**src/msq_pkg.sv**
```systemverilog
// Package for the marching squares cell emitter: widths, point codes, case tables
package msq_pkg;

  localparam int IndexBits    = 10;
  localparam int SampleBits   = 16;
  localparam int FractionBits = 12;
  localparam int PosBits      = IndexBits + FractionBits + 1;
  // numerator and divisor width for centre lines (4*sample terms)
  localparam int DivBits      = SampleBits + 3;
  localparam int QueueDepth   = 4;
  localparam int QueuePtrBits = 2;

  typedef enum logic [2:0] {
    PT_S   = 3'd0,
    PT_E   = 3'd1,
    PT_N   = 3'd2,
    PT_W   = 3'd3,
    PT_CSW = 3'd4,
    PT_CSE = 3'd5,
    PT_CNE = 3'd6,
    PT_CNW = 3'd7
  } pt_code_t;

  // back end sequencer states
  typedef enum logic [1:0] {
    BK_IDLE = 2'd0,
    BK_DIV  = 2'd1,
    BK_OUT  = 2'd2
  } bk_state_t;

  typedef struct packed {
    logic [2:0] len0;
    logic [2:0] len1;
    logic [5:0][2:0] pts;
  } case_entry_t;

  // classified cell passed from front to back
  typedef struct packed {
    logic signed [SampleBits-1:0] s_sw;
    logic signed [SampleBits-1:0] s_se;
    logic signed [SampleBits-1:0] s_nw;
    logic signed [SampleBits-1:0] s_ne;
    logic signed [SampleBits-1:0] lev;
    logic [IndexBits-1:0]         col;
    logic [IndexBits-1:0]         row;
    logic [2:0]                   len0;
    logic [2:0]                   len1;
    logic [5:0][2:0]              pts;
    logic                         rev;
  } cell_job_t;

  function automatic case_entry_t mk(input logic [2:0] l0, input logic [2:0] l1,
                                     input logic [2:0] p0, input logic [2:0] p1,
                                     input logic [2:0] p2, input logic [2:0] p3,
                                     input logic [2:0] p4, input logic [2:0] p5);
    case_entry_t e;
    e.len0 = l0;
    e.len1 = l1;
    e.pts  = {p5, p4, p3, p2, p1, p0};
    return e;
  endfunction

  function automatic case_entry_t quad_case(input logic [3:0] idx);
    case_entry_t e;
    e = mk(3'd0, 3'd0, PT_S, PT_S, PT_S, PT_S, PT_S, PT_S);
    case (idx)
      4'd1:  e = mk(3'd2, 3'd0, PT_S, PT_W, PT_S, PT_S, PT_S, PT_S);
      4'd2:  e = mk(3'd2, 3'd0, PT_E, PT_S, PT_S, PT_S, PT_S, PT_S);
      4'd3:  e = mk(3'd2, 3'd0, PT_E, PT_W, PT_S, PT_S, PT_S, PT_S);
      4'd4:  e = mk(3'd2, 3'd0, PT_N, PT_E, PT_S, PT_S, PT_S, PT_S);
      4'd5:  e = mk(3'd2, 3'd2, PT_N, PT_E, PT_S, PT_W, PT_S, PT_S);
      4'd6:  e = mk(3'd2, 3'd0, PT_N, PT_S, PT_S, PT_S, PT_S, PT_S);
      4'd7:  e = mk(3'd2, 3'd0, PT_N, PT_W, PT_S, PT_S, PT_S, PT_S);
      4'd8:  e = mk(3'd2, 3'd0, PT_W, PT_N, PT_S, PT_S, PT_S, PT_S);
      4'd9:  e = mk(3'd2, 3'd0, PT_S, PT_N, PT_S, PT_S, PT_S, PT_S);
      4'd10: e = mk(3'd2, 3'd2, PT_E, PT_S, PT_W, PT_N, PT_S, PT_S);
      4'd11: e = mk(3'd2, 3'd0, PT_E, PT_N, PT_S, PT_S, PT_S, PT_S);
      4'd12: e = mk(3'd2, 3'd0, PT_W, PT_E, PT_S, PT_S, PT_S, PT_S);
      4'd13: e = mk(3'd2, 3'd0, PT_S, PT_E, PT_S, PT_S, PT_S, PT_S);
      4'd14: e = mk(3'd2, 3'd0, PT_W, PT_S, PT_S, PT_S, PT_S, PT_S);
      default: e = mk(3'd0, 3'd0, PT_S, PT_S, PT_S, PT_S, PT_S, PT_S);
    endcase
    return e;
  endfunction

  function automatic case_entry_t tri_case(input logic [4:0] idx);
    case_entry_t e;
    e = mk(3'd0, 3'd0, PT_S, PT_S, PT_S, PT_S, PT_S, PT_S);
    case (idx)
      5'd1:  e = mk(3'd3, 3'd0, PT_S, PT_CSW, PT_W, PT_S, PT_S, PT_S);
      5'd2:  e = mk(3'd3, 3'd0, PT_E, PT_CSE, PT_S, PT_S, PT_S, PT_S);
      5'd3:  e = mk(3'd4, 3'd0, PT_E, PT_CSE, PT_CSW, PT_W, PT_S, PT_S);
      5'd4:  e = mk(3'd3, 3'd0, PT_N, PT_CNE, PT_E, PT_S, PT_S, PT_S);
      5'd5:  e = mk(3'd3, 3'd3, PT_N, PT_CNE, PT_E, PT_S, PT_CSW, PT_W);
      5'd6:  e = mk(3'd4, 3'd0, PT_N, PT_CNE, PT_CSE, PT_S, PT_S, PT_S);
      5'd7:  e = mk(3'd5, 3'd0, PT_N, PT_CNE, PT_CSE, PT_CSW, PT_W, PT_S);
      5'd8:  e = mk(3'd3, 3'd0, PT_W, PT_CNW, PT_N, PT_S, PT_S, PT_S);
      5'd9:  e = mk(3'd4, 3'd0, PT_S, PT_CSW, PT_CNW, PT_N, PT_S, PT_S);
      5'd10: e = mk(3'd3, 3'd3, PT_E, PT_CSE, PT_S, PT_W, PT_CNW, PT_N);
      5'd11: e = mk(3'd5, 3'd0, PT_E, PT_CSE, PT_CSW, PT_CNW, PT_N, PT_S);
      5'd12: e = mk(3'd4, 3'd0, PT_W, PT_CNW, PT_CNE, PT_E, PT_S, PT_S);
      5'd13: e = mk(3'd5, 3'd0, PT_S, PT_CSW, PT_CNW, PT_CNE, PT_E, PT_S);
      5'd14: e = mk(3'd5, 3'd0, PT_W, PT_CNW, PT_CNE, PT_CSE, PT_S, PT_S);
      5'd17: e = mk(3'd5, 3'd0, PT_S, PT_CSE, PT_CNE, PT_CNW, PT_W, PT_S);
      5'd18: e = mk(3'd5, 3'd0, PT_E, PT_CNE, PT_CNW, PT_CSW, PT_S, PT_S);
      5'd19: e = mk(3'd4, 3'd0, PT_E, PT_CNE, PT_CNW, PT_W, PT_S, PT_S);
      5'd20: e = mk(3'd5, 3'd0, PT_N, PT_CNW, PT_CSW, PT_CSE, PT_E, PT_S);
      5'd21: e = mk(3'd3, 3'd3, PT_N, PT_CNW, PT_W, PT_S, PT_CSE, PT_E);
      5'd22: e = mk(3'd4, 3'd0, PT_N, PT_CNW, PT_CSW, PT_S, PT_S, PT_S);
      5'd23: e = mk(3'd3, 3'd0, PT_N, PT_CNW, PT_W, PT_S, PT_S, PT_S);
      5'd24: e = mk(3'd5, 3'd0, PT_W, PT_CSW, PT_CSE, PT_CNE, PT_N, PT_S);
      5'd25: e = mk(3'd4, 3'd0, PT_S, PT_CSE, PT_CNE, PT_N, PT_S, PT_S);
      5'd26: e = mk(3'd3, 3'd3, PT_E, PT_CNE, PT_N, PT_W, PT_CSW, PT_S);
      5'd27: e = mk(3'd3, 3'd0, PT_E, PT_CNE, PT_N, PT_S, PT_S, PT_S);
      5'd28: e = mk(3'd4, 3'd0, PT_W, PT_CSW, PT_CSE, PT_E, PT_S, PT_S);
      5'd29: e = mk(3'd3, 3'd0, PT_S, PT_CSE, PT_E, PT_S, PT_S, PT_S);
      5'd30: e = mk(3'd3, 3'd0, PT_W, PT_CSW, PT_S, PT_S, PT_S, PT_S);
      default: e = mk(3'd0, 3'd0, PT_S, PT_S, PT_S, PT_S, PT_S, PT_S);
    endcase
    return e;
  endfunction

endpackage

```
**src/msq_front.sv**
```systemverilog
// Front end: accept cells, compute the case index, resolve saddles, register the job
module msq_front (
  input  logic                                clk,
  input  logic                                rst,
  input  logic                                triangle_mode,
  input  logic                                in_valid,
  output logic                                in_stall,
  input  logic signed [msq_pkg::SampleBits-1:0] corner_sw,
  input  logic signed [msq_pkg::SampleBits-1:0] corner_se,
  input  logic signed [msq_pkg::SampleBits-1:0] corner_nw,
  input  logic signed [msq_pkg::SampleBits-1:0] corner_ne,
  input  logic signed [msq_pkg::SampleBits-1:0] contour_level,
  input  logic [msq_pkg::IndexBits-1:0]       cell_col,
  input  logic [msq_pkg::IndexBits-1:0]       cell_row,
  input  logic                                cell_missing,
  output logic                                job_valid,
  input  logic                                job_stall,
  output msq_pkg::cell_job_t                  job
);
  import msq_pkg::*;

  localparam int SumBits = SampleBits + 3;

  logic [3:0]                idx4;
  logic [4:0]                idx5;
  logic signed [SumBits-1:0] sum4;
  logic signed [SumBits-1:0] lev4;
  logic signed [SumBits-1:0] d1;
  logic signed [SumBits-1:0] d2;
  logic [SumBits-1:0]        a1;
  logic [SumBits-1:0]        a2;
  case_entry_t               ent;
  logic                      rev;
  logic                      empty;
  logic                      take;
  cell_job_t                 job_next;

  // case index and diagonal distances
  always_comb begin
    idx4 = {corner_nw > contour_level, corner_ne > contour_level,
            corner_se > contour_level, corner_sw > contour_level};
    sum4 = SumBits'(corner_sw) + SumBits'(corner_se) + SumBits'(corner_nw)
         + SumBits'(corner_ne);
    lev4 = SumBits'(contour_level) <<< 2;
    idx5 = {sum4 > lev4, idx4};
    d1 = SumBits'(corner_sw) + SumBits'(corner_ne) - (SumBits'(contour_level) <<< 1);
    d2 = SumBits'(corner_se) + SumBits'(corner_nw) - (SumBits'(contour_level) <<< 1);
    a1 = d1[SumBits-1] ? SumBits'(-d1) : SumBits'(d1);
    a2 = d2[SumBits-1] ? SumBits'(-d2) : SumBits'(d2);
    rev = 1'b0;
    if (triangle_mode) begin
      ent = tri_case(idx5);
    end else begin
      if (idx4 == 4'd5 && a1 > a2) begin
        ent = quad_case(4'd10);
        rev = 1'b1;
      end else if (idx4 == 4'd10 && a1 < a2) begin
        ent = quad_case(4'd5);
        rev = 1'b1;
      end else begin
        ent = quad_case(idx4);
      end
    end
    empty = cell_missing || (ent.len0 == 3'd0);
    job_next.s_sw = corner_sw;
    job_next.s_se = corner_se;
    job_next.s_nw = corner_nw;
    job_next.s_ne = corner_ne;
    job_next.lev  = contour_level;
    job_next.col  = cell_col;
    job_next.row  = cell_row;
    job_next.len0 = ent.len0;
    job_next.len1 = ent.len1;
    job_next.pts  = ent.pts;
    job_next.rev  = rev;
  end

  assign in_stall = job_valid && job_stall;
  assign take     = in_valid && !in_stall;

  // hold the classified job until the queue takes it; drop empty cells
  always_ff @(posedge clk) begin
    if (rst) begin
      job_valid <= 1'b0;
    end else if (!in_stall) begin
      job_valid <= take && !empty;
    end
  end

  always_ff @(posedge clk) begin
    if (take) begin
      job <= job_next;
    end
  end

endmodule

```
**src/msq_queue.sv**
```systemverilog
// Short job queue between front end and back end
module msq_queue (
  input  logic               clk,
  input  logic               rst,
  input  logic               wr_valid,
  output logic               wr_stall,
  input  msq_pkg::cell_job_t wr_data,
  output logic               rd_valid,
  input  logic               rd_stall,
  output msq_pkg::cell_job_t rd_data
);
  import msq_pkg::*;

  cell_job_t               mem [QueueDepth];
  logic [QueuePtrBits-1:0] wptr;
  logic [QueuePtrBits-1:0] rptr;
  logic [QueuePtrBits:0]   count;
  logic                    push;
  logic                    pop;

  assign wr_stall = (count == (QueuePtrBits+1)'(QueueDepth));
  assign rd_valid = (count != '0);
  assign push     = wr_valid && !wr_stall;
  assign pop      = rd_valid && !rd_stall;
  assign rd_data  = mem[rptr];

  // advance pointers and fill count
  always_ff @(posedge clk) begin
    if (rst) begin
      wptr  <= '0;
      rptr  <= '0;
      count <= '0;
    end else begin
      if (push) wptr <= wptr + 1'b1;
      if (pop)  rptr <= rptr + 1'b1;
      count <= count + (QueuePtrBits+1)'(push) - (QueuePtrBits+1)'(pop);
    end
  end

  always_ff @(posedge clk) begin
    if (push) begin
      mem[wptr] <= wr_data;
    end
  end

endmodule

```
**src/msq_divider.sv**
```systemverilog
// Restoring divider: rounded fraction of num/den, one quotient bit per cycle
module msq_divider (
  input  logic                             clk,
  input  logic                             rst,
  input  logic                             start,
  input  logic [msq_pkg::DivBits-1:0]      num,
  input  logic [msq_pkg::DivBits-1:0]      den,
  input  logic                             half,
  output logic                             done,
  output logic [msq_pkg::FractionBits:0]   frac
);
  import msq_pkg::*;

  localparam int QBits   = FractionBits + 2;
  localparam int CntBits = $clog2(QBits + 1);
  localparam int RemBits = DivBits + 1;

  logic               busy;
  logic [RemBits-1:0] rem;
  logic [DivBits-1:0] dv;
  logic [QBits-1:0]   q;
  logic [CntBits-1:0] cnt;
  logic               hf;
  logic [RemBits-1:0] trial;
  logic [QBits-1:0]   rounded;
  logic [FractionBits:0] lim;

  // q = floor(num * 2^(F-sh+1) / den); result = (q + 1) >> 1
  assign trial   = {rem[RemBits-2:0], 1'b0};
  assign rounded = (q + QBits'(1)) >> 1;
  assign lim     = hf ? (FractionBits+1)'(1) << (FractionBits-1)
                      : (FractionBits+1)'(1) << FractionBits;
  assign frac    = (rounded > QBits'(lim)) ? lim : rounded[FractionBits:0];

  always_ff @(posedge clk) begin
    if (rst) begin
      busy <= 1'b0;
      done <= 1'b0;
    end else begin
      done <= 1'b0;
      if (start) begin
        busy <= 1'b1;
      end else if (busy && cnt == '0) begin
        busy <= 1'b0;
        done <= 1'b1;
      end
    end
  end

  // one quotient bit per cycle, remainder starts at num (num < den)
  always_ff @(posedge clk) begin
    if (start) begin
      rem <= RemBits'(num);
      dv  <= den;
      q   <= '0;
      hf  <= half;
      cnt <= half ? CntBits'(FractionBits) : CntBits'(FractionBits + 1);
    end else if (busy && cnt != '0) begin
      cnt <= cnt - 1'b1;
      if (trial >= RemBits'(dv)) begin
        rem <= trial - RemBits'(dv);
        q   <= {q[QBits-2:0], 1'b1};
      end else begin
        rem <= trial;
        q   <= {q[QBits-2:0], 1'b0};
      end
    end
  end

endmodule

```
**src/msq_back.sv**
```systemverilog
// Back end: walk the point list of each job, interpolate each point, emit it
module msq_back (
  input  logic                              clk,
  input  logic                              rst,
  input  logic                              job_valid,
  output logic                              job_stall,
  input  msq_pkg::cell_job_t                job,
  output logic                              out_valid,
  input  logic                              out_stall,
  output logic [msq_pkg::PosBits-1:0]       point_x,
  output logic [msq_pkg::PosBits-1:0]       point_y,
  output logic                              segment_number,
  output logic                              segment_end,
  output logic                              item_end
);
  import msq_pkg::*;

  localparam int SB = SampleBits + 3;

  bk_state_t       state;
  bk_state_t       state_next;
  logic [2:0]      seg_pos;
  logic            seg;
  logic [2:0]      len;
  logic [2:0]      base;
  logic [2:0]      pidx;
  logic [2:0]      slot;
  pt_code_t        code;
  logic signed [SB-1:0] a;
  logic signed [SB-1:0] b;
  logic signed [SB-1:0] lv;
  logic signed [SB-1:0] nsig;
  logic signed [SB-1:0] dsig;
  logic signed [SB-1:0] sum;
  logic [DivBits-1:0]   n_abs;
  logic [DivBits-1:0]   d_abs;
  logic                 centre;
  logic                 sat_zero;
  logic                 sat_one;
  logic                 dstart;
  logic                 ddone;
  logic [FractionBits:0] dfrac;
  logic [FractionBits:0] t;
  logic                  last_seg;
  logic                  last_pt;
  logic [PosBits-1:0]    x0;
  logic [PosBits-1:0]    y0;
  logic [PosBits-1:0]    one;
  logic [PosBits-1:0]    tx;
  logic                  emit;
  logic                  obuf_free;

  // point code of the current position
  always_comb begin
    len  = seg ? job.len1 : job.len0;
    base = seg ? job.len0 : 3'd0;
    pidx = job.rev ? (len - 3'd1 - seg_pos) : seg_pos;
    slot = base + pidx;
    code = pt_code_t'(job.pts[slot]);
    sum  = SB'(job.s_sw) + SB'(job.s_se) + SB'(job.s_nw) + SB'(job.s_ne);
    lv   = SB'(job.lev);
    centre = 1'b0;
    case (code)
      PT_S:   begin a = SB'(job.s_sw); b = SB'(job.s_se); end
      PT_N:   begin a = SB'(job.s_nw); b = SB'(job.s_ne); end
      PT_W:   begin a = SB'(job.s_sw); b = SB'(job.s_nw); end
      PT_E:   begin a = SB'(job.s_se); b = SB'(job.s_ne); end
      PT_CSW: begin a = SB'(job.s_sw); b = sum; centre = 1'b1; end
      PT_CSE: begin a = SB'(job.s_se); b = sum; centre = 1'b1; end
      PT_CNW: begin a = SB'(job.s_nw); b = sum; centre = 1'b1; end
      default: begin a = SB'(job.s_ne); b = sum; centre = 1'b1; end
    endcase
    if (centre) begin
      nsig = (lv <<< 2) - (a <<< 2);
      dsig = b - (a <<< 2);
    end else begin
      nsig = lv - a;
      dsig = b - a;
    end
    if (dsig[SB-1]) begin
      nsig = -nsig;
      dsig = -dsig;
    end
    n_abs    = DivBits'(nsig);
    d_abs    = DivBits'(dsig);
    sat_zero = (dsig == '0) || nsig[SB-1] || (nsig == '0);
    sat_one  = !sat_zero && (nsig >= dsig);
  end

  assign last_seg = seg ? 1'b1 : (job.len1 == 3'd0);
  assign last_pt  = last_seg && (seg_pos == len - 3'd1);
  assign obuf_free = !out_valid || !out_stall;

  always_comb begin
    t = dfrac;
    if (sat_zero) t = '0;
    else if (sat_one) t = centre ? (FractionBits+1)'(1) << (FractionBits-1)
                                 : (FractionBits+1)'(1) << FractionBits;
  end

  msq_divider u_div (
    .clk   (clk),
    .rst   (rst),
    .start (dstart),
    .num   (n_abs),
    .den   (d_abs),
    .half  (centre),
    .done  (ddone),
    .frac  (dfrac)
  );

  // sequencer: start a divide unless the offset saturates, wait, emit into output register
  always_comb begin
    state_next = state;
    dstart     = 1'b0;
    emit       = 1'b0;
    job_stall  = 1'b1;
    case (state)
      BK_IDLE: begin
        if (job_valid) begin
          if (sat_zero || sat_one) begin
            state_next = BK_OUT;
          end else begin
            dstart     = 1'b1;
            state_next = BK_DIV;
          end
        end
      end
      BK_DIV: begin
        if (ddone) state_next = BK_OUT;
      end
      BK_OUT: begin
        if (obuf_free) begin
          emit       = 1'b1;
          state_next = BK_IDLE;
          job_stall  = !last_pt;
        end
      end
      default: state_next = BK_IDLE;
    endcase
  end

  always_ff @(posedge clk) begin
    if (rst) begin
      state   <= BK_IDLE;
      seg     <= 1'b0;
      seg_pos <= '0;
    end else begin
      state <= state_next;
      if (emit) begin
        if (last_pt) begin
          seg <= 1'b0; seg_pos <= '0;
        end else if (seg_pos == len - 3'd1) begin
          seg <= 1'b1; seg_pos <= '0;
        end else begin
          seg_pos <= seg_pos + 3'd1;
        end
      end
    end
  end

  // position from code and offset
  assign x0  = PosBits'(job.col) << FractionBits;
  assign y0  = PosBits'(job.row) << FractionBits;
  assign one = PosBits'(1) << FractionBits;
  assign tx  = PosBits'(t);

  always_ff @(posedge clk) begin
    if (rst) begin
      out_valid <= 1'b0;
    end else if (emit) begin
      out_valid <= 1'b1;
    end else if (!out_stall) begin
      out_valid <= 1'b0;
    end
  end

  always_ff @(posedge clk) begin
    if (emit) begin
      segment_number <= seg;
      segment_end    <= (seg_pos == len - 3'd1);
      item_end       <= last_pt;
      case (code)
        PT_S:   begin point_x <= x0 + tx;       point_y <= y0;            end
        PT_N:   begin point_x <= x0 + tx;       point_y <= y0 + one;      end
        PT_W:   begin point_x <= x0;            point_y <= y0 + tx;       end
        PT_E:   begin point_x <= x0 + one;      point_y <= y0 + tx;       end
        PT_CSW: begin point_x <= x0 + tx;       point_y <= y0 + tx;       end
        PT_CSE: begin point_x <= x0 + one - tx; point_y <= y0 + tx;       end
        PT_CNW: begin point_x <= x0 + tx;       point_y <= y0 + one - tx; end
        default: begin point_x <= x0 + one - tx; point_y <= y0 + one - tx; end
      endcase
    end
  end

endmodule

```
**src/marching_squares_cell_emitter.sv**
```systemverilog
// Top level of the marching squares cell emitter
// Usage:
//   Input channel (in_valid / in_stall) takes one grid cell per request;
//   output channel (out_valid / out_stall) gives one contour point per
//   request, with its piece number and end-of-piece / end-of-cell marks.
//   Missing cells and cells with no crossing give no points. The user writes
//   triangle_mode (cfg_we / cfg_data) only while the block is idle; unchecked.
// Timing:
//   The front end classifies a cell and registers the job, then places it in a
//   four-entry job queue, taking a request every cycle until that is full.
//   The back end produces each point in turn: a saturated offset goes from
//   the sequencer straight to the output register, while an interpolated
//   one, on a cell edge or a centre line, first waits for the one-bit-per-cycle
//   divider. A cell gives 0 to 6 points. After acceptance a cell passes the
//   front-end job register and the job queue before the back end emits its
//   first point.
// Reset clears the queue, sequencer and triangle_mode. When the receiver
// stalls, the output register holds its point, the back end waits, and the
// queue fills before in_stall rises.
module marching_squares_cell_emitter (
  input  logic                                clk,
  input  logic                                rst,
  input  logic                                cfg_we,
  input  logic                                cfg_data,
  input  logic                                in_valid,
  output logic                                in_stall,
  input  logic signed [msq_pkg::SampleBits-1:0] corner_sw,
  input  logic signed [msq_pkg::SampleBits-1:0] corner_se,
  input  logic signed [msq_pkg::SampleBits-1:0] corner_nw,
  input  logic signed [msq_pkg::SampleBits-1:0] corner_ne,
  input  logic signed [msq_pkg::SampleBits-1:0] contour_level,
  input  logic [msq_pkg::IndexBits-1:0]       cell_col,
  input  logic [msq_pkg::IndexBits-1:0]       cell_row,
  input  logic                                cell_missing,
  output logic                                out_valid,
  input  logic                                out_stall,
  output logic [msq_pkg::PosBits-1:0]         point_x,
  output logic [msq_pkg::PosBits-1:0]         point_y,
  output logic                                segment_number,
  output logic                                segment_end,
  output logic                                item_end
);
  import msq_pkg::*;

  logic      triangle_mode;
  logic      f_valid;
  logic      f_stall;
  cell_job_t f_job;
  logic      q_valid;
  logic      q_stall;
  cell_job_t q_job;

  // hold the mode register
  always_ff @(posedge clk) begin
    if (rst) begin
      triangle_mode <= 1'b0;
    end else if (cfg_we) begin
      triangle_mode <= cfg_data;
    end
  end

  msq_front u_front (
    .clk (clk), .rst (rst), .triangle_mode (triangle_mode),
    .in_valid (in_valid), .in_stall (in_stall),
    .corner_sw (corner_sw), .corner_se (corner_se),
    .corner_nw (corner_nw), .corner_ne (corner_ne),
    .contour_level (contour_level), .cell_col (cell_col),
    .cell_row (cell_row), .cell_missing (cell_missing),
    .job_valid (f_valid), .job_stall (f_stall), .job (f_job)
  );

  msq_queue u_queue (
    .clk (clk), .rst (rst),
    .wr_valid (f_valid), .wr_stall (f_stall), .wr_data (f_job),
    .rd_valid (q_valid), .rd_stall (q_stall), .rd_data (q_job)
  );

  msq_back u_back (
    .clk (clk), .rst (rst),
    .job_valid (q_valid), .job_stall (q_stall), .job (q_job),
    .out_valid (out_valid), .out_stall (out_stall),
    .point_x (point_x), .point_y (point_y),
    .segment_number (segment_number), .segment_end (segment_end),
    .item_end (item_end)
  );

endmodule

```
**config.mk**
```make
export PLATFORM = sky130hd
export DESIGN_NAME = marching_squares_cell_emitter
export DESIGN_NICKNAME = d
export VERILOG_FILES = /design/src/msq_pkg.sv /design/src/msq_front.sv /design/src/msq_queue.sv /design/src/msq_divider.sv /design/src/msq_back.sv /design/src/marching_squares_cell_emitter.sv
export SDC_FILE = /design/constraint.sdc
export NUM_CORES = 2
export LEC_CHECK = 0
export ABC_AREA = 0
export BUFFER_PORTS_ARGS = -buffer_cell sky130_fd_sc_hd__buf_2
export CAP_MARGIN = 10
export CORE_MARGIN = 2
export CORE_UTILIZATION = 60
export CTS_CLUSTER_DIAMETER = 30
export DETAILED_ROUTE_END_ITERATION = 12
export PLACE_DENSITY = 0.77
export SKIP_CTS_REPAIR_TIMING = 1
export SLEW_MARGIN = 40
export SYNTH_ARGS = -nofsm -noshare
export SYNTH_HDL_FRONTEND = slang
export SYNTH_SLANG_ARGS = --single-unit
```
**constraint.sdc**
```tcl
create_clock -name clk -period 33.7 [get_ports clk]
set_input_delay 6.74 -clock clk [delete_from_list [all_inputs] [get_ports clk]]
set_output_delay 6.74 -clock clk [all_outputs]
set_load 0.005 [all_outputs]
```
## After elaboration in Yosys (flattened, before gate mapping)

Memories as Yosys holds them, arrays and structs flattened. A register that Yosys moved wholly into a read port is not among the register bits.
Index checks and enable logic that the tools add are counted.

| word-level totals | value |
|---|---|
| RAM bits | 500 |
| ROM bits | 832 |
| memories kept | 3 |
| word-level logic and storage cells | 207 |
| register bits | 249 |

Memory list:

| name | depth | bits a word | read ports | clocked after Yosys merged registers in | wr ports | RTL line | RTL |
|---|---|---|---|---|---|---|---|
| (name not given) | 32 | 21 | 1 | 0 | 0 | msq_pkg.sv:89 | `case (idx)` |
| u_queue.mem | 4 | 125 | 1 | 1 | 1 | msq_queue.sv:14 | `cell_job_t mem [QueueDepth];` |
| (name not given) | 16 | 10 | 1 | 0 | 0 | msq_pkg.sv:66 | `case (idx)` |

| operators by class | value |
|---|---|
| reduce and logical (&&, ||, !) cells | 46 |
| $lt $le $gt $ge | 11 |
| muxes and demuxes | 59 |
| equality and inequality tests | 16 |
| $add $sub $neg | 35 |

Operator list:

| cell | number |
|---|---|
| $mux W19 | 9 |
| $pmux W23 S3 | 2 |
| $pmux W19 S3 | 2 |
| $neg A19 Y19 | 4 |
| $mux W24 | 3 |
| $add A16 B16 Y17 | 4 |
| $mux W13 | 5 |
| $gt A16 B16 Y1 | 4 |
| $sub A19 B19 Y19 | 3 |
| $add A22 B13 Y23 | 2 |
| $add A22 B13 Y23 const B | 2 |
| $sub A23 B13 Y23 | 2 |
| $add A19 B16 Y19 | 2 |
| $logic_not A19 Y1 | 2 |
| $add A17 B16 Y18 | 2 |
| $sub A17 B17 Y18 | 2 |
| $mux W1 | 22 |
| $ge A20 B19 Y1 | 1 |
| $ge A19 B19 Y1 | 1 |
| $gt A19 B18 Y1 | 1 |
| $gt A19 B19 Y1 | 1 |
| $lt A19 B19 Y1 | 1 |
| $sub A16 B19 Y19 | 1 |
| $sub A18 B19 Y19 | 1 |
| other kinds (40) | 88 |

## Logic depth before layout (Yosys ltp)

| logic depth | value |
|---|---|
| word-level depth | 24 |
| mapped depth | 76 |
| mapped depth without buffers | 66 |

## Cells and area by module

A second synthesis with hierarchy kept.

| unflattened totals | value |
|---|---|
| cells, all modules | 4,081 |
| area, all modules | 47,401.7 µm² |

Modules (own cells, without submodules):

| module | cells each | area each (µm²) | instances |
|---|---|---|---|
| msq_queue | 705 | 18,481.5 | 1 |
| msq_back | 1,825 | 13,479.2 | 1 |
| msq_front | 1,177 | 11,643.7 | 1 |
| msq_divider | 371 | 3,763.6 | 1 |
| marching_squares_cell_emitter | 3 | 33.8 | 1 |

## Worst setup path after synthesis

OpenSTA, ideal clock, no wires.

| timing path | value |
|---|---|
| kind | register -> register |
| start point | register with a tool-made name |
| end point | register u_back.point_y[21] in the netlist's numbering (data pin) |
| stages on the path, launching flop included | 71 |
| arrival time | 15.400 ns |
| library setup time | 0.180 ns |
| clock period less this slack | 15.580 ns |
| setup slack | 18.120 ns |
| path through | dfxtp_1 -> buf_4 -> buf_4 -> buf_2 -> buf_2 -> buf_2 -> buf_1 -> buf_1 -> clkbuf_1 -> mux4_2 -> mux2i_1 -> ha_1 -> inv_1 -> fa_1 -> nand2_1 -> o21ai_0 -> fa_1 -> xnor2_1 -> [... 35 more ...] -> o21a_1 -> o21ai_0 -> a21oi_1 -> o21bai_1 -> a21oi_1 -> o21ai_0 -> a31oi_1 -> a211oi_1 -> o21ai_0 -> ha_1 -> nor3_1 -> nand2_1 -> nor3_1 -> inv_1 -> or3_1 -> nor2b_1 -> xnor2_1 -> a221oi_1 |

RTL lines:

| item | RTL line | RTL |
|---|---|---|
| to (signal assigned) | msq_back.sv:184 | `PT_S: begin point_x <= x0 + tx; point_y <= y0; end` |
| to (signal assigned) | msq_back.sv:185 | `PT_N: begin point_x <= x0 + tx; point_y <= y0 + one; end` |
| to (signal assigned) | msq_back.sv:187 | `PT_E: begin point_x <= x0 + one; point_y <= y0 + tx; end` |
| to (decl) | msq_back.sv:11 | `output logic [msq_pkg::PosBits-1:0] point_y,` |

==> impl_metrics.json <==
{
  "tns_ns": 0,
  "cp-end-kind": "flop",
  "pre_cts_ws_ns": 19.18,
  "start_kind": "flop",
  "gp_congestion": 1.01,
  "vias_per_cell": 6.41,
  "rows": 101,
  "cts_tree": "done",
  "grt_pass1_vias": 33500,
  "die_h_um": 280,
  "ir_drop_uv": 97.8,
  "crit_buf_inv": 5,
  "fillers": 5188,
  "dr.pass1.iters": 7,
  "detailed_place_hpwl_um": 86100,
  "drc": 0,
  "synth_ff_type": "edfxtp_1",
  "p_leak_nw": 20.1,
  "cap_viol_max_count": 0,
  "dpl-instance-area_um2": 47600,
  "clk_path_buf_depth": 3,
  "ant_nets": 0,
  "ys_async_sr_fraction_pct": 0,
  "dieWidth_um": 280,
  "num_vias": 34100,
  "slew_headroom_pct": 36.3,
  "wl_per_cell_um": 23.9,
  "synth_cells": 4048,
  "max_freq_ghz": 0.0684,
  "finalSetupViolations": 0,
  "critPathMaxFanout": 71,
  "grt_usage_pct": 32.6,
  "synth_area_per_cell_um2": 11.3,
  "drive_above_1_share_pct": 14.5,
  "slowest_delay_ns": 0.71,
  "syn2layout_area_growth_pct": 14.2,
  "clock_latency_ns": 0.75,
  "crit_family": "compound AO/OA/AOI/OAI gates",
  "grt_max_degree": 76,
  "grt_pass1_wl_um": 195000,
  "cts_max_level": 4,
  "clk_pin_slew_ns": 0.05,
  "worst_slew_pin_slew_ns": 0.956,
  "drtIter0Drc": 3431,
  "antenna_found_initial": 4,
  "setup_ws_ns": 19.07,
  "ys_seq_area_share_pct": 46.8,
  "status": "finished clean",
  "cts_buffers": 131,
  "wirelength_um": 127000,
  "worstPathRequired_ns": 34.12,
  "die_area_um2": 78600,
  "dp_cells": 5077,
  "finalNetCount": 4741,
  "instances_no_fill": 5322,
  "clockRootBuffer": "clkbuf_16",
  "crit_arrival_ns": 15.05,
  "netlist_area_um2": 45900,
  "fin_crit_sh_pct": 43.4,
  "hp-class": "reg2reg",
  "grt-ovfl-total": 0,
  "io_buffers": 157,
  "synth_edf_count": 692,
  "synthDistinctLibCells": 100,
  "p_per_area_nw_per_um2": 106,
  "io_pins": 158,
  "skew_ns": 0.0811,
  "core-area_um2": 75800,
  "rsz0062_at_grt": "no",
  "slowest_stage": "buf_4",
  "ys_ff_latch": 726,
  "design_area_um2": 52400,
  "cp_common_cell": "o21ai_0",
  "yosysWarnings": 0,
  "worst-setup-path-type": "reg2reg",
  "final_hold_viol_count": 0,
  "synth_nets": 4555,
  "cts_sinks": 726,
  "slew_viol_final": 0,
  "start_util_pct": 60.5,
  "period_minus_slack_ns": 14.63
}
[flip-flops by register name, summed over array words and instances (netlist names), 2 cells and up, named ones only]
signal	flops
u_queue.rptr	2
u_front.job	120
u_queue.count	3
u_back.u_div.rem	19
u_queue.wptr	2
u_back.u_div.q	14
u_back.seg_pos	3
u_back.point_x	23
u_back.u_div.cnt	4
u_back.point_y	23
u_back.u_div.dv	19
u_queue.mem	480
u_back.state	2
[power by group]
part	switching, mW	internal, mW	total (mW)
logic	1.93	1.14	3.07
registers	0.0340	1.10	1.14
clock network	0.516	0.835	1.35
[worst register-to-register path: cells and delay by family (launching register included)]
family / cells / cell delay (ns)
compound gates: 26 / 5.01
xor+xnor: 1 / 0.15
fa+ha+maj: 6 / 2.39
buf+inv: 5 / 2.04
flops: 1 / 0.45
mux: 3 / 1.47
simple gates: 11 / 2.87
[cells by family after synthesis]
logic type / count (synthesis) / share of synthesized area [%]
AOI/OAI and AO/OA: 892 / 12.7
xor gates and xnor gates: 280 / 5.38
adders and majority gates: 400 / 12.1
buffers and inverters: 484 / 4.09
DFF: 726 / 46.8
muxes: 199 / 7.76
other: 2 / 0.0164
and+or+nand+nor: 1065 / 11.1
[cells in the mapped netlist (19+ instances only)]
| library cell | count | area, um2 |
|---|---|---|
| edfxtp_1 | 692 | 20800 |
| inv_1 | 342 | 1280 |
| ha_1 | 325 | 4070 |
| nand2_1 | 318 | 1190 |
| nor2_1 | 292 | 1100 |
| a21oi_1 | 239 | 1200 |
| xnor2_1 | 188 | 1650 |
| o21ai_0 | 187 | 936 |
| mux4_2 | 121 | 2730 |
| clkbuf_1 | 96 | 360 |
| xor2_1 | 90 | 788 |
| fa_1 | 75 | 1500 |
| nand3_1 | 71 | 355 |
| nor3_1 | 60 | 300 |
| a21o_1 | 54 | 405 |
| and2_1 | 54 | 338 |
| o21a_1 | 52 | 390 |
| nand4_1 | 49 | 307 |
| a211oi_1 | 47 | 353 |
| nor2b_1 | 44 | 275 |
| nand2b_1 | 43 | 269 |
| mux2i_1 | 38 | 380 |
| dfxtp_1 | 34 | 681 |
| a21boi_0 | 30 | 225 |
| or3_1 | 29 | 181 |
| and3_1 | 27 | 169 |
| a31oi_1 | 26 | 163 |
| o211ai_1 | 25 | 188 |
| o21bai_1 | 25 | 188 |
| mux2_2 | 22 | 248 |
| nor4_1 | 21 | 131 |
| buf_1 | 20 | 75.1 |
| a311oi_1 | 19 | 166 |
[path summary, 6_finish.rpt]
path	end	from	cells past startpoint	slack, ns
setup / recovery	u_back.point_y[22]	flop	52	19.07
hold reg to reg	u_back.u_div.q[13]	u_back.u_div.q[13]	2	0.47
hold / removal	u_back.u_div.q[13]	u_back.u_div.q[13]	2	0.47
setup reg to reg	u_back.point_y[22]	flop	52	19.07
[through the flow]
step / util, % / power (mW) / hold WS [ns]
global placement: 62.8 / 4.05 / 0.459
CTS: 69.0 / 5.51 / 0.468
finish: 69.1 / 5.56 / 0.472
global route: 69.1 / 5.93 / 0.509
detailed placement: 62.8 / 4.12 / 0.464
floorplan: - / 3.35 / 0.406
[area by class of cell]
| cell class | count | area (um2) | share of cell area (%) |
|---|---|---|---|
| inverter | 343 | 1290 | 2.46 |
| clock inverter | 98 | 1330 | 2.54 |
| clock buffer | 144 | 3360 | 6.41 |
| multi-input combinational | 2838 | 22600 | 43.1 |
| timing repair buffer | 194 | 1120 | 2.13 |
| tap | 978 | 1220 | 2.34 |
| sequential | 726 | 21500 | 41.0 |
| antenna | 1 | 2.50 | 0.00478 |
[per-layer routing]
| layer | part of all wire [%] | global-route usage, % | wire [um] | up-vias |
|---|---|---|---|---|
| met3 | 8.2 | 5.81 | 10500 | 450 |
| li1 | - | - | - | 15400 |
| met1 | 38 | 41.0 | 48600 | 16400 |
| met5 | 0.025 | 0 | 32 | - |
| met2 | 48 | 54.1 | 60900 | 1886 |
| met4 | 5.7 | 17.1 | 7310 | 4 |
[cell usage in the layout (no fill, tap or decap), types with 90 or more instances in the layout]
cell	instances
edfxtp_1	692
nand2_1	318
xor2_1	90
inv_1	341
clkbuf_16	131
buf_2	157
ha_1	325
a21oi_1	236
nor2_1	291
xnor2_1	187
o21ai_0	187
mux4_2	121
Note: power is estimated with default switching activity, not from simulation.
